`config.mk`:
```
export PLATFORM = sky130hd
export DESIGN_NAME = serial_frame_builder_crc7_flat
export DESIGN_NICKNAME = d
export VERILOG_FILES = /design/src/rtl/sfb_pkg.sv /design/src/rtl/sfb_if.sv /design/src/rtl/sfb_crc7_unit.sv /design/src/rtl/serial_frame_builder_crc7.sv /design/src/flat_wrapper.sv
export SDC_FILE = /design/constraint.sdc
export NUM_CORES = 1
export LEC_CHECK = 0
export BUFFER_PORTS_ARGS = -buffer_cell sky130_fd_sc_hd__buf_4
export CAP_MARGIN = 20
export CORE_MARGIN = 1
export CORE_UTILIZATION = 40
export CTS_BUF_LIST = sky130_fd_sc_hd__clkbuf_16
export DETAILED_ROUTE_END_ITERATION = 10
export GPL_ROUTABILITY_DRIVEN = 0
export HOLD_SLACK_MARGIN = 0.06
export SETUP_SLACK_MARGIN = 0.1
export SYNTH_ARGS = -nofsm -noshare
export SYNTH_HDL_FRONTEND = slang
export SYNTH_HIERARCHICAL = 1
export SYNTH_SLANG_ARGS = --single-unit
```
`constraint.sdc`:
```
create_clock -name i_clk -period 10.5 [get_ports i_clk]
set_clock_uncertainty 0.05 [all_clocks]
set_input_delay 1.575 -clock i_clk [delete_from_list [all_inputs] [get_ports i_clk]]
set_output_delay 1.575 -clock i_clk [all_outputs]
set_load 0.01 [all_outputs]
```
`src/rtl/sfb_pkg.sv`:
```
// ----------------------------------------------------------------------------
// sfb_pkg
// Shared types and constants of the serial frame builder with CRC-7.
// ----------------------------------------------------------------------------
package sfb_pkg;

    localparam int OP_W          = 8;
    localparam int LEN_IN_W      = 3;
    localparam int PAYLOAD_W     = 32;
    localparam int BYTE_W        = 8;
    localparam int CRC_W         = 7;

    localparam int MAX_PAYLOAD_DEFAULT = 4;
    localparam int MAX_PAYLOAD_LIMIT   = 8;
    localparam int WIDE_PAYLOAD_W      = MAX_PAYLOAD_LIMIT * BYTE_W;

    localparam logic [BYTE_W-1:0] SYNC_FIRST  = 8'h23;
    localparam logic [BYTE_W-1:0] SYNC_SECOND = 8'h53;
    localparam logic [BYTE_W-1:0] CRC_POLY    = 8'h89;

    typedef enum logic [2:0] {
        ST_IDLE,
        ST_SYNC2,
        ST_OP,
        ST_LEN,
        ST_PAY,
        ST_CRC
    } t_state;

    typedef enum logic [1:0] {
        CRC_SRC_NONE,
        CRC_SRC_OP,
        CRC_SRC_LEN,
        CRC_SRC_PAY
    } t_crc_src;

endpackage

```
`src/rtl/sfb_if.sv`:
```
// ----------------------------------------------------------------------------
// sfb_if
// Valid/ready channels of the frame builder: request in, frame bytes out.
// ----------------------------------------------------------------------------
interface sfb_req_if;
    logic                                 valid;
    logic                                 ready;
    logic [sfb_pkg::OP_W-1:0]             operation;
    logic [sfb_pkg::LEN_IN_W-1:0]         payload_len;
    logic [sfb_pkg::PAYLOAD_W-1:0]        payload;

    modport source (output valid, output operation, output payload_len, output payload,
                    input ready);
    modport sink   (input valid, input operation, input payload_len, input payload,
                    output ready);
endinterface

interface sfb_byte_if;
    logic                        valid;
    logic                        ready;
    logic [sfb_pkg::BYTE_W-1:0]  frame_byte;
    logic                        last;

    modport source (output valid, output frame_byte, output last, input ready);
    modport sink   (input valid, input frame_byte, input last, output ready);
endinterface

```
`src/rtl/sfb_crc7_unit.sv`:
```
// ----------------------------------------------------------------------------
// sfb_crc7_unit
// Byte-wide CRC-7 update (x^7+x^3+1, MSB first), shared by the operation, length and payload bytes.
// ----------------------------------------------------------------------------
module sfb_crc7_unit (
    input  logic [sfb_pkg::CRC_W-1:0]  i_crc,
    input  logic [sfb_pkg::BYTE_W-1:0] i_byte,
    output logic [sfb_pkg::CRC_W-1:0]  o_crc
);

    always_comb begin
        logic [sfb_pkg::CRC_W-1:0] c;
        logic                      fb;
        c = i_crc;
        for (int b = sfb_pkg::BYTE_W - 1; b >= 0; b--) begin
            fb = c[sfb_pkg::CRC_W-1] ^ i_byte[b];
            c  = {c[sfb_pkg::CRC_W-2:0], 1'b0};
            if (fb) begin
                c = c ^ sfb_pkg::CRC_POLY[sfb_pkg::CRC_W-1:0];
            end
        end
        o_crc = c;
    end

endmodule

```
`src/rtl/serial_frame_builder_crc7.sv`:
```
// ----------------------------------------------------------------------------
// serial_frame_builder_crc7
// Builds a framed message with a CRC-7 check byte, one byte per transfer.
// ----------------------------------------------------------------------------
// Usage:
//   i_req carries one message request (operation, payload_len, payload).
//   o_frm carries the frame bytes: '#', 'S', operation, length, then the
//   payload bytes least significant first, then the CRC-7 byte with last=1.
//   A payload_len above MAX_PAYLOAD_BYTES is saturated to it; payload bytes
//   above bit 31 go out as zero.
// Timing:
//   The request transfer loads the first sync byte into the output register,
//   so it appears on o_frm the next cycle. One byte is loaded per cycle while
//   the output register is free or being taken. i_req.ready is high only when
//   the sequencer is idle and the output register is free, so a new request
//   is taken only after the CRC byte is loaded. A single byte-wide CRC unit
//   serves every covered byte.
// Reset and stall:
//   Reset (i_rst_n low, synchronous) drops any frame in progress and empties
//   the output register. A stalled o_frm holds the byte and the sequencer.
// ----------------------------------------------------------------------------
module serial_frame_builder_crc7 #(
    parameter int MAX_PAYLOAD_BYTES = sfb_pkg::MAX_PAYLOAD_DEFAULT
) (
    input  logic              i_clk,
    input  logic              i_rst_n,
    sfb_req_if.sink           i_req,
    sfb_byte_if.source        o_frm
);

    localparam int PAY_W = MAX_PAYLOAD_BYTES * sfb_pkg::BYTE_W;
    localparam int LEN_W = $clog2(MAX_PAYLOAD_BYTES + 1);

    // sequencer state and latched request
    sfb_pkg::t_state            r_state, n_state;
    logic [sfb_pkg::OP_W-1:0]   r_op;
    logic [LEN_W-1:0]           r_len;
    logic [PAY_W-1:0]           r_pay;
    logic [sfb_pkg::CRC_W-1:0]  r_crc;

    // output register
    logic                       r_out_valid;
    logic [sfb_pkg::BYTE_W-1:0] r_out_byte;
    logic                       r_out_last;

    logic                       slot_free;
    logic                       emit;
    logic [sfb_pkg::BYTE_W-1:0] emit_byte;
    logic                       emit_last;
    sfb_pkg::t_crc_src          crc_src;
    logic [sfb_pkg::CRC_W-1:0]  crc_in;
    logic [sfb_pkg::BYTE_W-1:0] crc_byte;
    logic [sfb_pkg::CRC_W-1:0]  crc_out;
    logic [LEN_W-1:0]           sat_len;
    logic [sfb_pkg::WIDE_PAYLOAD_W-1:0] wide_pay;
    logic                       accept;

    // the output register can take a byte when empty or being drained
    assign slot_free   = !r_out_valid || o_frm.ready;
    assign i_req.ready = (r_state == sfb_pkg::ST_IDLE) && slot_free;
    assign accept      = i_req.valid && i_req.ready;

    // saturate the length to the configured payload limit
    assign sat_len = (int'(i_req.payload_len) > MAX_PAYLOAD_BYTES)
                   ? LEN_W'(MAX_PAYLOAD_BYTES) : LEN_W'(i_req.payload_len);
    // zero-extend the payload word so bytes past bit 31 read as zero
    assign wide_pay = sfb_pkg::WIDE_PAYLOAD_W'(i_req.payload);

    // next state
    always_comb begin
        n_state = r_state;
        case (r_state)
            sfb_pkg::ST_IDLE: begin
                if (accept) n_state = sfb_pkg::ST_SYNC2;
            end
            sfb_pkg::ST_SYNC2: begin
                if (slot_free) n_state = sfb_pkg::ST_OP;
            end
            sfb_pkg::ST_OP: begin
                if (slot_free) n_state = sfb_pkg::ST_LEN;
            end
            sfb_pkg::ST_LEN: begin
                if (slot_free) begin
                    n_state = (r_len == '0) ? sfb_pkg::ST_CRC : sfb_pkg::ST_PAY;
                end
            end
            sfb_pkg::ST_PAY: begin
                if (slot_free && r_len == LEN_W'(1)) n_state = sfb_pkg::ST_CRC;
            end
            sfb_pkg::ST_CRC: begin
                if (slot_free) n_state = sfb_pkg::ST_IDLE;
            end
            default: n_state = sfb_pkg::ST_IDLE;
        endcase
    end

    // outputs of the sequencer: byte to emit and CRC unit operand select
    always_comb begin
        emit      = 1'b0;
        emit_byte = '0;
        emit_last = 1'b0;
        crc_src   = sfb_pkg::CRC_SRC_NONE;
        case (r_state)
            sfb_pkg::ST_IDLE: begin
                emit      = accept;
                emit_byte = sfb_pkg::SYNC_FIRST;
            end
            sfb_pkg::ST_SYNC2: begin
                emit      = slot_free;
                emit_byte = sfb_pkg::SYNC_SECOND;
            end
            sfb_pkg::ST_OP: begin
                emit      = slot_free;
                emit_byte = r_op;
                crc_src   = sfb_pkg::CRC_SRC_OP;
            end
            sfb_pkg::ST_LEN: begin
                emit      = slot_free;
                emit_byte = sfb_pkg::BYTE_W'(r_len);
                crc_src   = sfb_pkg::CRC_SRC_LEN;
            end
            sfb_pkg::ST_PAY: begin
                emit      = slot_free;
                emit_byte = r_pay[sfb_pkg::BYTE_W-1:0];
                crc_src   = sfb_pkg::CRC_SRC_PAY;
            end
            sfb_pkg::ST_CRC: begin
                emit      = slot_free;
                emit_byte = sfb_pkg::BYTE_W'(r_crc);
                emit_last = 1'b1;
            end
            default: begin
                emit = 1'b0;
            end
        endcase
    end

    // operands of the shared CRC unit; the operation byte starts from zero
    always_comb begin
        crc_in   = r_crc;
        crc_byte = '0;
        case (crc_src)
            sfb_pkg::CRC_SRC_OP: begin
                crc_in   = '0;
                crc_byte = r_op;
            end
            sfb_pkg::CRC_SRC_LEN: crc_byte = sfb_pkg::BYTE_W'(r_len);
            sfb_pkg::CRC_SRC_PAY: crc_byte = r_pay[sfb_pkg::BYTE_W-1:0];
            default:              crc_byte = '0;
        endcase
    end

    sfb_crc7_unit u_crc (
        .i_crc  (crc_in),
        .i_byte (crc_byte),
        .o_crc  (crc_out)
    );

    // control registers
    always_ff @(posedge i_clk) begin
        if (!i_rst_n) begin
            r_state     <= sfb_pkg::ST_IDLE;
            r_out_valid <= 1'b0;
        end else begin
            r_state <= n_state;
            if (emit) begin
                r_out_valid <= 1'b1;
            end else if (o_frm.ready) begin
                r_out_valid <= 1'b0;
            end
        end
    end

    // payload registers: latch the request, advance the payload shifter, update the CRC and output byte
    always_ff @(posedge i_clk) begin
        if (accept) begin
            r_op  <= i_req.operation;
            r_len <= sat_len;
            r_pay <= wide_pay[PAY_W-1:0];
        end else if (r_state == sfb_pkg::ST_PAY && slot_free) begin
            r_len <= r_len - LEN_W'(1);
            r_pay <= r_pay >> sfb_pkg::BYTE_W;
        end
        if (emit && crc_src != sfb_pkg::CRC_SRC_NONE) begin
            r_crc <= crc_out;
        end
        if (emit) begin
            r_out_byte <= emit_byte;
            r_out_last <= emit_last;
        end
    end

    assign o_frm.valid      = r_out_valid;
    assign o_frm.frame_byte = r_out_byte;
    assign o_frm.last       = r_out_last;

endmodule

```
`src/flat_wrapper.sv`:
```
// flat-port wrapper written by rule: the top's interface ports become plain ports
module serial_frame_builder_crc7_flat 
#(
    parameter int MAX_PAYLOAD_BYTES = sfb_pkg::MAX_PAYLOAD_DEFAULT
)
  (i_clk, i_rst_n, i_req_valid, i_req_operation, i_req_payload_len, i_req_payload, i_req_ready, o_frm_valid, o_frm_frame_byte, o_frm_last, o_frm_ready);
  sfb_req_if i_req_i ();
  sfb_byte_if o_frm_i ();
  input  logic i_clk;
  input  logic i_rst_n;
  input wire logic [$bits(i_req_i.valid)-1:0] i_req_valid;
  input wire logic [$bits(i_req_i.operation)-1:0] i_req_operation;
  input wire logic [$bits(i_req_i.payload_len)-1:0] i_req_payload_len;
  input wire logic [$bits(i_req_i.payload)-1:0] i_req_payload;
  output wire logic [$bits(i_req_i.ready)-1:0] i_req_ready;
  output wire logic [$bits(o_frm_i.valid)-1:0] o_frm_valid;
  output wire logic [$bits(o_frm_i.frame_byte)-1:0] o_frm_frame_byte;
  output wire logic [$bits(o_frm_i.last)-1:0] o_frm_last;
  input wire logic [$bits(o_frm_i.ready)-1:0] o_frm_ready;
  assign i_req_i.valid = i_req_valid;
  assign i_req_i.operation = i_req_operation;
  assign i_req_i.payload_len = i_req_payload_len;
  assign i_req_i.payload = i_req_payload;
  assign i_req_ready = i_req_i.ready;
  assign o_frm_valid = o_frm_i.valid;
  assign o_frm_frame_byte = o_frm_i.frame_byte;
  assign o_frm_last = o_frm_i.last;
  assign o_frm_i.ready = o_frm_ready;
  serial_frame_builder_crc7 #(.MAX_PAYLOAD_BYTES(MAX_PAYLOAD_BYTES)) u_core (.i_clk(i_clk), .i_rst_n(i_rst_n), .i_req(i_req_i), .o_frm(o_frm_i));
endmodule
```
==> impl_summary.md <==
Run status
The flow ran to the end, and the final reports show no timing, DRC or antenna violations.

Synth
Summing the sequential cell areas from Yosys gives 59.6% of the chip area. Synthesis produced a netlist whose cell count is 222. The number of synthesized flops with an enable pin is 59.

The post-synthesis instance area is 3110 µm². The area share of the largest cell type after synthesis is 57.0%. The total nets after synthesis is 272. The number of warnings printed during yosys synthesis is 6.

The mean post-synth cell area is 14.0 µm². Counting flops and latches in the post-synthesis netlist gives 63. By area the synthesized netlist is led by edfxtp_1 57%, mux2_4 11%, xnor3_1 2.9%, a21oi_1 2.6%, dfxtp_1 2.6%. Of all cell types, the one taking the most synthesized area is edfxtp_1. After synthesis, the share of flip-flops with an asynchronous set or reset is 0%. The most used flip-flop cell after synthesis is edfxtp_1. The distinct cell type count of the synthesized netlist is 39.

Timing
After layout, the minimum clock period comes to 4.08 ns. The number of failing setup endpoints in the final timing report is 0. The post-route worst setup slack is 6.42 ns. The normalized max-slew margin is 40.1%. Setup repair after global routing left no endpoint under its margin. The post-route fraction of the period consumed by the critical path is 38.9%. After routing, the total negative slack on setup checks comes to 0 ns. For the pin with the worst max-slew slack, the measured transition is 0.898 ns. The count of final hold-check violations is 0.

The final number of max-transition violations is 0. Timing would allow up to 0.245 GHz. The worst slack on hold paths is 0.495 ns.

Drt
The iteration count of the initial detailed-routing pass is 4. The number of nets with antenna violations after routing is 0. The routed length per placed instance is 14.9 µm. After detailed routing, the number of vias per cell comes to 4.95.

In the routed design, unresolved DRC markers number 0. The overall routed net length is 5720 µm. The routed layout has 1,897 vias. The initial DRC count is 130.

Worst setup path
The depth of the worst register-to-register path is 5. The critical setup path kind is in2out. The worst-path maximum fanout is 9.

The worst setup path is captured at an output pin. The internal reg-to-reg setup slack is 7.38 ns. Walking the worst path, the cells encountered are buf_4 -> nand2b_1 -> and3_1 -> buf_4. The stage delay of the slowest cell on the critical path is 0.37 ns. The terminus of the critical flop-to-flop path is u_core/r_crc[5].

Data on the critical path is required at its endpoint by 8.88 ns. The library cell appearing most often on the critical path is buf_4. In this run the critical register-to-register path is launched from u_core/r_state[1]. The worst setup path is launched from an input pin. For the worst setup path, the data arrival time is 2.46 ns. The largest individual stage delay along the critical path comes from the cell and3_1.

GRT
The via count of the first global-routing pass was 1,851. The final global-route overflow total is 0. The global-route usage over all layers is 15.3%. Entering global routing, the biggest net connects 36 pins.

The initial antenna violation count is 0. The first-pass GRT wire length is 9250 µm.

Clock network
The clock slew at the register clock pins of the worst setup and hold paths is 0.05 ns. The number of CTS-inserted buffers is 9. The longest clock path from root to sink contains 2 buffers. The clock tree from TritonCTS is built. At the later pin of the worst-skew pair, clock insertion delay measures 0.32 ns.

The cell at the root of the clock tree is clkbuf_16. After clock tree synthesis, the flow added hold-fix buffers numbering 0. The clock net sink count is 63. After clock tree synthesis, the repair step resized 0 gates. Once the clock tree was built, the setup fixing pass inserted 0 buffers. The H-tree was split into 3 levels.

Floorplan
Once the floorplan was initialized, standard cells occupied 42.2% of the core. The region available for standard cell placement spans 7370 µm². The die boundary width is 90.1 µm. In this run the count of I/O pins placed on the die edge is 58. The die covers 8130 µm². The die is 90.1 µm tall.

The number of core rows is 31.

Min path
Counting instances, the worst hold path has a depth of 1. The worst hold path terminates at u_core/r_pay[18]. The type of the tightest min-delay check is reg2reg. The source of the worst hold timing path is u_core/r_pay[26].

Run
The tool flagged a number of max-cap violations equal to 0.

Power
VDD sags by at most 0.000118 V. For this design the ratio of total power to cell area is 294 nW/µm². The leakage power of the design is 1.62 nW.

Placement
The post-detailed-placement half-perimeter wirelength is 3900 µm. Input and output buffers added on the ports amount to 57. The worst setup timing slack at the placement stage is 6.40 ns.

Final layout
The layout cell share with drive strength beyond 1 is 35.9%. 0 antenna diodes ended up in the layout. After filler insertion, the fill cell instance count of the layout stands at 636. The area added between synthesis and finish is 25.9%. The number of nets in the finished design is 329.
==> layout by cell type (no fill, tap or decap), types with 4 or more instances in the layout <==
cell type and instances:
dfxtp_1 4, nand2_1 14, inv_1 8, xor2_1 4
a22oi_1 6, xnor3_1 4, mux2_4 22, and3_1 10
a21oi_1 16, nor2_1 13, edfxtp_1 59, nor2b_1 11
clkbuf_16 9, buf_4 59, xnor2_1 7
==> how the worst max path moves through the flow <==
stage / start / endpoint / slack, ns / cells past startpoint
floorplan: i_req_valid / u_core/r_len[0] / 4.74 / 3
global placement: o_frm_ready / i_req_ready / 6.42 / 4
detailed placement: o_frm_ready / i_req_ready / 6.40 / 4
CTS: o_frm_ready / i_req_ready / 6.39 / 4
global route: o_frm_ready / i_req_ready / 6.36 / 4
finish: o_frm_ready / i_req_ready / 6.42 / 4
==> per-layer routing <==
layer	vias up	share of wire, %	global-route usage [%]
met5	-	0	0
met4	0	1.7	6.59
met3	8	6.4	5.67
met2	59	48	23.5
met1	903	44	19.2
li1	927	-	-
==> layout make-up <==
cell class	instances	area [µm²]	share of cell area [%]
tap	99	124	3.17
inverter	9	33.8	0.863
multi-input combinational	137	1150	29.3
clock buffer	9	225	5.76
timing repair buffer	59	443	11.3
clock inverter	7	87.6	2.24
sequential	63	1850	47.3
==> sequential cells by signal, indices dropped and copies added, names as in the netlist <==
name / flops
u_core/r_pay: 32
u_core/o_frm.frame_byte: 8
u_core/r_op: 8
u_core/r_crc: 7
u_core/r_len: 3
u_core/r_state: 3
u_core/o_frm.last: 1
u_core/o_frm.valid: 1
==> stage by stage <==
step | cells | utilization (%) | power, mW | instance area (µm²)
floorplan | 222 | - | 0.758 | 3110
CTS | 383 | 53.1 | 1.16 | 3910
global placement | 367 | 48.8 | 0.845 | 3600
finish | 383 | 53.1 | 1.15 | 3910
global route | 383 | 53.1 | 1.21 | 3910
detailed placement | 367 | 48.8 | 0.850 | 3600
==> worst max-delay path: cells and delay by family <==
family | cells | cell delay [ns]
and+or+nand+nor | 2 | 0.62
buffers and inverters | 2 | 0.26
==> Yosys cell counts (4+ instances only) <==
| library cell | number |
|---|---|
| a21oi_1 | 16 |
| a22oi_1 | 6 |
| edfxtp_1 | 59 |
| buf_2 | 5 |
| xnor3_1 | 4 |
| nand2_1 | 14 |
| xnor2_1 | 7 |
| inv_1 | 8 |
| dfxtp_1 | 4 |
| nor2_1 | 13 |
| xor2_1 | 4 |
| mux2_4 | 22 |
| and3_1 | 10 |
| nor2b_1 | 11 |
==> power by group <==
| part | internal (mW) | total, mW | switching [mW] |
|---|---|---|---|
| clock network | 0.205 | 0.306 | 0.101 |
| logic | 0.211 | 0.392 | 0.180 |
| registers | 0.408 | 0.453 | 0.0450 |
| total | 0.824 | 1.15 | 0.326 |
==> cell families (layout without fill, tap and decap cells) <==
logic type                 Yosys count  count (layout)  share of synthesized area (%)
xor gates and xnor gates            16              16                           6.52
adders and majority gates            3               3                           1.21
AOI/OAI and AO/OA                   37              37                           7.65
and+or+nand+nor                     56              56                           9.66
DFF                                 63              63                           59.6
buffers and inverters               22              84                           3.70
muxes                               25              25                           11.7
No activity file was read; power rests on OpenSTA's default activity.
